`config.mk`:
```
export PLATFORM = sky130hd
export DESIGN_NAME = epr_trig
export DESIGN_NICKNAME = d
export VERILOG_FILES = /design/src/design/epr_pkg.sv /design/src/design/epr_trig.sv
export SDC_FILE = /design/constraint.sdc
export NUM_CORES = 2
export LEC_CHECK = 0
export ABC_AREA = 1
export BUFFER_PORTS_ARGS = -buffer_cell sky130_fd_sc_hd__buf_4
export CORE_MARGIN = 4
export CORE_UTILIZATION = 60
export CTS_CLUSTER_SIZE = 30
export DETAILED_ROUTE_END_ITERATION = 12
export PLACE_DENSITY = 0.79
export SYNTH_ARGS = -nofsm -noshare
export SYNTH_HDL_FRONTEND = slang
export SYNTH_SLANG_ARGS = --single-unit
```
`constraint.sdc`:
```
create_clock -name clock -period 13.4 [get_ports clock]
set_input_delay 2.01 -clock clock [delete_from_list [all_inputs] [get_ports clock]]
set_output_delay 2.01 -clock clock [all_outputs]
set_load 0.03 [all_outputs]
```
`src/design/epr_pkg.sv`:
```
// Shared types and constants for the Euler point rotation block.
package epr_pkg;

   // Configuration register indexes
   localparam int CSR_INDEX_BITS = 3;
   localparam logic [CSR_INDEX_BITS-1:0] CSR_ANGLE_X = 3'd0;
   localparam logic [CSR_INDEX_BITS-1:0] CSR_ANGLE_Y = 3'd1;
   localparam logic [CSR_INDEX_BITS-1:0] CSR_ANGLE_Z = 3'd2;
   localparam logic [CSR_INDEX_BITS-1:0] CSR_PIVOT_X = 3'd3;
   localparam logic [CSR_INDEX_BITS-1:0] CSR_PIVOT_Y = 3'd4;
   localparam logic [CSR_INDEX_BITS-1:0] CSR_PIVOT_Z = 3'd5;

   // Binary angle: 16 bits per turn, Q14 quarter turn
   localparam int TURN_BITS = 16;
   localparam logic [TURN_BITS-1:0] QUARTER_TURN = 16'h4000;

   // Q1.15 sine/cosine
   localparam int TRIG_BITS = 16;
   localparam logic signed [TRIG_BITS-1:0] TRIG_MAX = 16'sd32767;

   // Odd polynomial coefficients, Q28
   localparam logic signed [31:0] CO1 = 32'sd421657428;
   localparam logic signed [31:0] CO3 = -32'sd173399667;
   localparam logic signed [31:0] CO5 = 32'sd21392326;
   localparam logic signed [31:0] CO7 = -32'sd1256749;
   localparam logic signed [31:0] CO9 = 32'sd43068;

   typedef struct packed {
      logic signed [TRIG_BITS-1:0] cos_q;
      logic signed [TRIG_BITS-1:0] sin_q;
   } trig_pair_type;

   // Horner coefficient after step n (highest order first)
   function automatic logic signed [31:0] horner_coef(input logic [1:0] step);
      logic signed [31:0] c;
      unique case (step)
         2'd0: c = CO7;
         2'd1: c = CO5;
         2'd2: c = CO3;
         2'd3: c = CO1;
         default: c = CO1;
      endcase
      return c;
   endfunction

endpackage

```
`src/design/epr_trig.sv`:
```
// Sequential sine/cosine generator for the three rotation angles.
module epr_trig import epr_pkg::*; #(
   parameter int ANGLE_BITS = 16
) (
   input  logic                  clock,
   input  logic                  reset,
   input  logic                  start,
   input  logic [ANGLE_BITS-1:0] angle [3],
   output logic                  busy,
   output trig_pair_type         trig [3]
);

   typedef enum logic [7:0] {
      PH_IDLE   = 8'b0000_0001,
      PH_SETUP  = 8'b0000_0010,
      PH_SQUARE = 8'b0000_0100,
      PH_MUL_LO = 8'b0000_1000,
      PH_MUL_HI = 8'b0001_0000,
      PH_HORNER = 8'b0010_0000,
      PH_FINAL  = 8'b0100_0000,
      PH_ROUND  = 8'b1000_0000
   } phase_type;

   phase_type           phase_ff, phase_in;
   logic [2:0]          job_ff, job_in;      // {axis, cos}
   logic [1:0]          step_ff, step_in;
   logic [14:0]         t_ff;
   logic [28:0]         t2_ff;
   logic                neg_ff;
   logic signed [31:0]  acc_ff;
   logic signed [49:0]  plo_ff, phi_ff, prod_ff;
   trig_pair_type       trig_ff [3];

   logic signed [32:0]  mul_a;
   logic [15:0]         mul_b;
   logic signed [49:0]  mul_res;
   logic [ANGLE_BITS-1:0] angle_sel;
   logic [TURN_BITS-1:0]  ang16;
   logic [14:0]         t_new;
   logic signed [63:0]  hsum;
   logic signed [31:0]  acc_next;
   logic signed [49:0]  rsum, rnd;
   logic signed [TRIG_BITS-1:0] mag, res;

   // shared multiplier
   always_comb begin
      mul_a = 33'(acc_ff);
      mul_b = '0;
      unique case (phase_ff)
         PH_SQUARE: begin
            mul_a = $signed({18'b0, t_ff});
            mul_b = {1'b0, t_ff};
         end
         PH_MUL_LO: mul_b = {1'b0, t2_ff[14:0]};
         PH_MUL_HI: mul_b = {2'b0, t2_ff[28:15]};
         PH_FINAL:  mul_b = {1'b0, t_ff};
         default:   mul_b = '0;
      endcase
   end
   assign mul_res = mul_a * $signed({1'b0, mul_b});

   always_comb begin
      unique case (job_ff[2:1])
         2'd0:    angle_sel = angle[0];
         2'd1:    angle_sel = angle[1];
         2'd2:    angle_sel = angle[2];
         default: angle_sel = angle[0];
      endcase
      ang16 = TURN_BITS'(angle_sel) << (TURN_BITS - ANGLE_BITS);
      if (job_ff[0]) begin
         ang16 = ang16 + QUARTER_TURN;
      end
      // odd quadrants mirror about the quarter turn
      t_new = ang16[14] ? (15'(QUARTER_TURN) - {1'b0, ang16[13:0]}) : {1'b0, ang16[13:0]};
   end

   assign hsum     = (64'(phi_ff) <<< 15) + 64'(plo_ff);
   assign acc_next = horner_coef(step_ff) + 32'(hsum >>> 28);
   assign rsum     = prod_ff + 50'sd67108864;
   assign rnd      = rsum >>> 27;

   always_comb begin
      if (rnd < 0) begin
         mag = '0;
      end else if (rnd > 50'(TRIG_MAX)) begin
         mag = TRIG_MAX;
      end else begin
         mag = rnd[TRIG_BITS-1:0];
      end
      res = neg_ff ? -mag : mag;
   end

   always_comb begin
      phase_in = phase_ff;
      job_in   = job_ff;
      step_in  = step_ff;
      unique case (phase_ff)
         PH_IDLE:   phase_in = PH_IDLE;
         PH_SETUP: begin
            phase_in = PH_SQUARE;
            step_in  = '0;
         end
         PH_SQUARE: phase_in = PH_MUL_LO;
         PH_MUL_LO: phase_in = PH_MUL_HI;
         PH_MUL_HI: phase_in = PH_HORNER;
         PH_HORNER: begin
            step_in  = step_ff + 2'd1;
            phase_in = (step_ff == 2'd3) ? PH_FINAL : PH_MUL_LO;
         end
         PH_FINAL:  phase_in = PH_ROUND;
         PH_ROUND: begin
            if (job_ff == 3'd5) begin
               phase_in = PH_IDLE;
            end else begin
               job_in   = job_ff + 3'd1;
               phase_in = PH_SETUP;
            end
         end
         default:   phase_in = PH_IDLE;
      endcase
      if (start) begin
         phase_in = PH_SETUP;
         job_in   = '0;
      end
   end

   always_ff @(posedge clock) begin
      if (reset) begin
         phase_ff <= PH_SETUP;
         job_ff   <= '0;
         step_ff  <= '0;
      end else begin
         phase_ff <= phase_in;
         job_ff   <= job_in;
         step_ff  <= step_in;
      end
   end

   always_ff @(posedge clock) begin
      if (phase_ff == PH_SETUP) begin
         t_ff   <= t_new;
         neg_ff <= ang16[15];
         acc_ff <= CO9;
      end
      if (phase_ff == PH_SQUARE) begin
         t2_ff <= mul_res[28:0];
      end
      if (phase_ff == PH_MUL_LO) begin
         plo_ff <= mul_res;
      end
      if (phase_ff == PH_MUL_HI) begin
         phi_ff <= mul_res;
      end
      if (phase_ff == PH_HORNER) begin
         acc_ff <= acc_next;
      end
      if (phase_ff == PH_FINAL) begin
         prod_ff <= mul_res;
      end
      if (phase_ff == PH_ROUND) begin
         if (job_ff[0]) begin
            trig_ff[job_ff[2:1]].cos_q <= res;
         end else begin
            trig_ff[job_ff[2:1]].sin_q <= res;
         end
      end
   end

   assign busy = (phase_ff != PH_IDLE);
   assign trig = trig_ff;

endmodule

```
After elaboration in Yosys (flattened, before gate mapping)
Index checks and enable logic that the tools add are counted.
Word-level totals
  register bits after elaboration: 329
  bits of input ports: 51
  output and inout bits: 97
  word-level logic and storage cells: 74
Cells by class
  $add $sub $neg: 8
  $mul: 1
  $lt $le $gt $ge: 4
  equal/unequal tests: 14
  multiplexer cells: 22
  bitwise operators: 2
  reduce and logical (&&, ||, !) cells: 6
Operators with widths (number)
  $bwmux W96: 2
  $demux W32 S2: 2
  $pmux W32 S4: 1
  $mux W32: 3
  $mux W96: 1
  $mux W16: 5
  $add A60 B49 Y60: 1
  $pmux W8 S7: 1
  $add A49 B28 Y50 const B: 1
  $mul A33 B16 Y49: 1
  $pmux W15 S3: 1
  $mux W33: 1
  $add A32 B32 Y32: 1
  $pmux W16 S2: 1
  $gt A23 B16 Y1 const B: 1
  $lt A23 B1 Y1 const B: 1
  $add A16 B15 Y16 const B: 1
  $neg A16 Y16: 1
  $sub A15 B14 Y15 const A: 1
  $mux W14: 1
  $eq A8 B2 Y1 const B: 1
  $eq A8 B3 Y1 const B: 1
  $eq A8 B4 Y1 const B: 1
  $eq A8 B5 Y1 const B: 1
  other kinds (21): 25

Depth between registers and ports, before layout
  depth in word-level cells: 8
  depth in mapped cells: 34
  gate-level depth less buffers: 32

Worst setup path after synthesis
Ideal clock, no wire load.
  path kind: register -> register
  start: register phase_ff[2]
  end: register phi_ff[44] (data pin)
  data arrival time: 8.080 ns
  path slack: 5.046 ns
  stages on the path, launching flop included: 33
  buffers on the path: 2
  period minus slack after synthesis: 8.354 ns
  path through: dfxtp_1 > nor2_1 > inv_1 > nor2_1 > nand4_1 > inv_1 > clkbuf_1 > a22o_1 > a21oi_1 > inv_2 > clkbuf_1 > nand2_1 > fa_1 > inv_1 > fa_1 > inv_1 > fa_1 > inv_1 > fa_1 > fa_1 > inv_1 > fa_1 > inv_1 > ha_1 > a21oi_1 > o21ai_0 > o21ai_0 > o211ai_1 > a21oi_1 > o21a_1 > o21bai_1 > a21oi_1 > xnor2_1
Between the ends
  longest elaborated chain between the ends: 4
  elaborated cells between the ends (all ways): 8
  those cells by class: mul: 1; eq/ne: 4; mux: 2; reduce/logical: 1
RTL lines
  from (decl): RTL line epr_trig.sv:24  | phase_type phase_ff, phase_in;
  from (signal assigned): RTL line epr_trig.sv:133  | phase_ff <= phase_in;
  $eq A8 B3 Y1 or $eq A8 B7 Y1 (tied branches): RTL line epr_trig.sv:49  | unique case (phase_ff)
  $reduce_or A2 Y1 (no source line)
  $pmux W15 S3: RTL line epr_trig.sv:49
  $mul A33 B16 Y49 *: RTL line epr_trig.sv:60  | assign mul_res = mul_a * $signed({1'b0, mul_b});
  named net mul_res[44]: RTL line epr_trig.sv:36  | logic signed [49:0] mul_res;
  to (signal assigned): RTL line epr_trig.sv:152  | phi_ff <= mul_res;
  to (decl): RTL line epr_trig.sv:31  | logic signed [49:0] plo_ff, phi_ff, prod_ff;
The timed path passes the listed nets; every way through them passes the cells marked *.
A chain may end at the register's enable or synchronous reset.

Worst setup path in the final report
  start: register phase_ff[2]
  end: register phi_ff[36] (data pin)
Same word-level chain as after synthesis.

==> flow_metrics.env <==
export IMPL_status="finished clean"
export IMPL_ys_seq_area_frac=0.2587
export IMPL_fillers=4434
export IMPL_finalWirelength_um=95780
export IMPL_async_flop_share=0
export IMPL_switching_share=0.2680
export IMPL_routed_via_density=5.689
export IMPL_drt_initial_drc_count=2717
export IMPL_clk_path_buf_depth=3
export IMPL_slowest_delay_ns=0.86
export IMPL_drc=0
export IMPL_p_switching_uw=543.3
export IMPL_post_cts_buffers=0
export IMPL_setup_viol=0
export IMPL_dpl_hpwl_um=76990
export IMPL_p_leak_uw=0.01674
export IMPL_tns_ns=0
export IMPL_hp_start="step_ff[1]"
export IMPL_globalRouteOverflowTotal=0
export IMPL_cts_resized=0
export IMPL_worst_path_buf_inv=11
export IMPL_insertion_delay_ns=0.57
export IMPL_dp_cells=4650
export IMPL_die_x_um=242.3
export IMPL_vias=26730
export IMPL_clkTransAtPathRegs_ns=0.07
export IMPL_pwr_share_comb=0.126
export IMPL_ys_flop_type="edfxtp_1"
export IMPL_whs_endpoint="step_ff[1]"
export IMPL_relSlewSlack=0.1683
export IMPL_grt_pass1_vias=27010
export IMPL_post_route_util=0.6609
export IMPL_r2r_end="phi_ff[36]"
export IMPL_seq_power_share=0.500
export IMPL_syn_to_final_growth_pct=8.419
export IMPL_synth_cells=3861
export IMPL_antenna_found_initial=0
export IMPL_grt_max_degree=61
export IMPL_fin_crit_sh=0.7098
export IMPL_p_clk_frac=0.374
export IMPL_fp_dieArea_um2=58700
export IMPL_crit_fanout=60
export IMPL_end_kind="flip-flop"
export IMPL_top_layer_used="met4"
export IMPL_final_cell_mix="nand2_1 (792), inv_1 (752), nor2_1 (523)"
export IMPL_initial_core_util=0.6095
export IMPL_wl_met1_um=38330
export IMPL_min_period_ns=9.511
export IMPL_port_buffers=147
export IMPL_dr_wl_met3_um=10230
export IMPL_cp_start_kind="flip-flop"
export IMPL_cts_tree="built"
export IMPL_ys_ff_latch=288
export IMPL_root_buffer="clkbuf_16"
export IMPL_required_ns=13.65
export IMPL_fp_dieH_um=242.3
export IMPL_ctsHoldBuffers=0
export IMPL_syn_area_um2=32930
export IMPL_core_um2=54030
export IMPL_hp_class="flip-flop to flip-flop"
export IMPL_ant_nets=0
export IMPL_hold_depth=2
export IMPL_slew_viol_final=0
export IMPL_timing_rr_start="phase_ff[2]"
export IMPL_wl_met2_um=43060
export IMPL_r2r_slack_ns=3.89
export IMPL_reg2regPathDepth=33
export IMPL_power_density_nw_per_um2=56.78
export IMPL_htreeDepth=1
export IMPL_fmax_mhz=105.1
export IMPL_num_rows=85
export IMPL_yosys_warnings=0
export IMPL_io_pins=148
export IMPL_ir_drop_uv=106.5
export IMPL_synth_edf_count=275
export IMPL_clock_sinks=288
export IMPL_hold_viol_final=0
export IMPL_stdcell_area_um2=35700
export IMPL_cp_common_cell="inv_1"
export IMPL_final_cells=4698
export IMPL_antenna_cells=0
export IMPL_crit_family="adder cells"
export IMPL_numCtsBuffers=27
export IMPL_intPower_uw=1484
export IMPL_cp_arrival_ns=9.77
export IMPL_synth_avg_cell_area_um2=8.529
export IMPL_final_common_cell="nand2_1"
export IMPL_rsz0062_at_grt="false"
export IMPL_clock_skew_ns=0.01247
export IMPL_post_drt_wl_per_cell_um=20.39
export IMPL_nets=4690
export IMPL_synth_cell_types=53
export IMPL_dpl_instance_area_um2=34850
export IMPL_cap_violations=0
export IMPL_gp_congestion=1.030
export IMPL_worst_pin_slew_ns=1.239
export IMPL_first_pass_iters=7
export IMPL_grt_use_total=0.3266
export IMPL_criticalPathCategory="flip-flop to flip-flop"
export IMPL_slowest_stage="inv_1"
export IMPL_syn_nets=4568
export IMPL_grt_pass1_wl_um=150200
export IMPL_drive_gt1_frac=0.07121
[final cells by class]
| cell class | instances | area [µm²] | area share |
|---|---|---|---|
| Multi-Input combinational cell | 2701 | 21140 | 0.5920 |
| Timing Repair Buffer | 188 | 1411 | 0.03953 |
| Inverter | 777 | 2917 | 0.08169 |
| Tap cell | 696 | 870.8 | 0.02439 |
| Clock inverter | 18 | 162.7 | 0.004556 |
| Sequential cell | 288 | 8519 | 0.2386 |
| Clock buffer | 30 | 686.9 | 0.01924 |
[metal layers]
| layer | global-route usage | vias up |
|---|---|---|
| li1 | - | 12210 |
| met1 | 0.4540 | 12790 |
| met2 | 0.5134 | 1468 |
| met3 | 0.06929 | 253 |
| met4 | 0.1173 | 0 |
| met5 | 0 | - |
[how the worst max path moves through the flow]
stage	from	endpoint	slack, ns	depth (start not counted)
3_5_place_dp	phase_ff[2]	prod_ff[44]	4.07	32
5_1_grt	phase_ff[2]	prod_ff[44]	3.50	34
2_1_floorplan	phase_ff[2]	phi_ff[44]	5.05	32
3_3_place_gp	phase_ff[2]	prod_ff[44]	4.17	34
6_report	phase_ff[2]	phi_ff[36]	3.89	33
4_1_cts	phase_ff[2]	prod_ff[44]	4.00	32
[tightest hold or removal path, stage by stage, from the launching register on]
cell and delay (ns):
dfxtp_1 0.36, nand2_1 0.09, a21oi_1 0.06
[kinds of logic (layout without fill, tap and decap cells)]
family / count (synthesis) / count (layout) / synth area share
and+or+nand+nor: 1529 / 1529 / 0.1871
buffers and inverters: 872 / 1013 / 0.1006
adders and majority gates: 656 / 656 / 0.3539
AOI/OAI and AO/OA: 400 / 400 / 0.06847
DFF: 288 / 288 / 0.2587
xor gates and xnor gates: 116 / 116 / 0.03131
[synthesized netlist by cell type (3+ instances only)]
| cell type | count | share of area |
|---|---|---|
| nand2_1 | 792 | 0.090 |
| inv_1 | 753 | 0.086 |
| nor2_1 | 523 | 0.060 |
| fa_1 | 459 | 0.28 |
| edfxtp_1 | 275 | 0.25 |
| ha_1 | 197 | 0.075 |
| a21oi_1 | 184 | 0.028 |
| nand3_1 | 119 | 0.018 |
| o21ai_0 | 116 | 0.018 |
| xor2_1 | 68 | 0.018 |
| clkbuf_1 | 67 | 0.0076 |
| xnor2_1 | 46 | 0.012 |
| nand4_1 | 31 | 0.0059 |
| a31oi_1 | 21 | 0.0040 |
| clkinv_1 | 19 | 0.0022 |
| buf_2 | 17 | 0.0026 |
| a22o_1 | 15 | 0.0040 |
| nor3_1 | 14 | 0.0021 |
| o21a_1 | 14 | 0.0032 |
| dfxtp_1 | 13 | 0.0079 |
| a21o_1 | 11 | 0.0025 |
| nand2_2 | 10 | 0.0019 |
| nor2_2 | 10 | 0.0019 |
| buf_1 | 8 | 0.00091 |
| o21ai_1 | 8 | 0.0012 |
| nor4_1 | 7 | 0.0013 |
| o21bai_1 | 7 | 0.0016 |
| or2_2 | 6 | 0.0011 |
| inv_2 | 5 | 0.00057 |
| nand3b_1 | 5 | 0.0011 |
| a211oi_1 | 3 | 0.00068 |
| a21boi_0 | 3 | 0.00068 |
| o2111ai_1 | 3 | 0.00080 |
| o21ai_2 | 3 | 0.00080 |
| o31ai_1 | 3 | 0.00068 |
[stage by stage]
step / worst slack (ns) / hold WS [ns] / total power [µW]
after floorplan: 5.046 / 0.4680 / 1174
after global placement: 4.167 / 0.4978 / 1276
after detailed placement: 4.067 / 0.5174 / 1279
after CTS: 4.000 / 0.5348 / 2024
after global routing: 3.501 / 0.5732 / 2089
final: 3.889 / 0.5540 / 2027
[power groups by stage]
stage	logic, µW	registers, µW	clock network, µW
CTS	250	1010	761
finish	254	1010	758
global placement	243	1030	0
global route	277	1010	798
floorplan	150	1020	0
detailed placement	247	1030	0
[state kept, by name (all words and copies together), names as in the netlist]
name	flops
acc_ff	32
t_ff	15
prod_ff	23
plo_ff	34
neg_ff	1
phase_ff	8
step_ff	2
job_ff	3
trig	96
phi_ff	45
t2_ff	29
No activity file was read; power rests on OpenSTA's default activity.
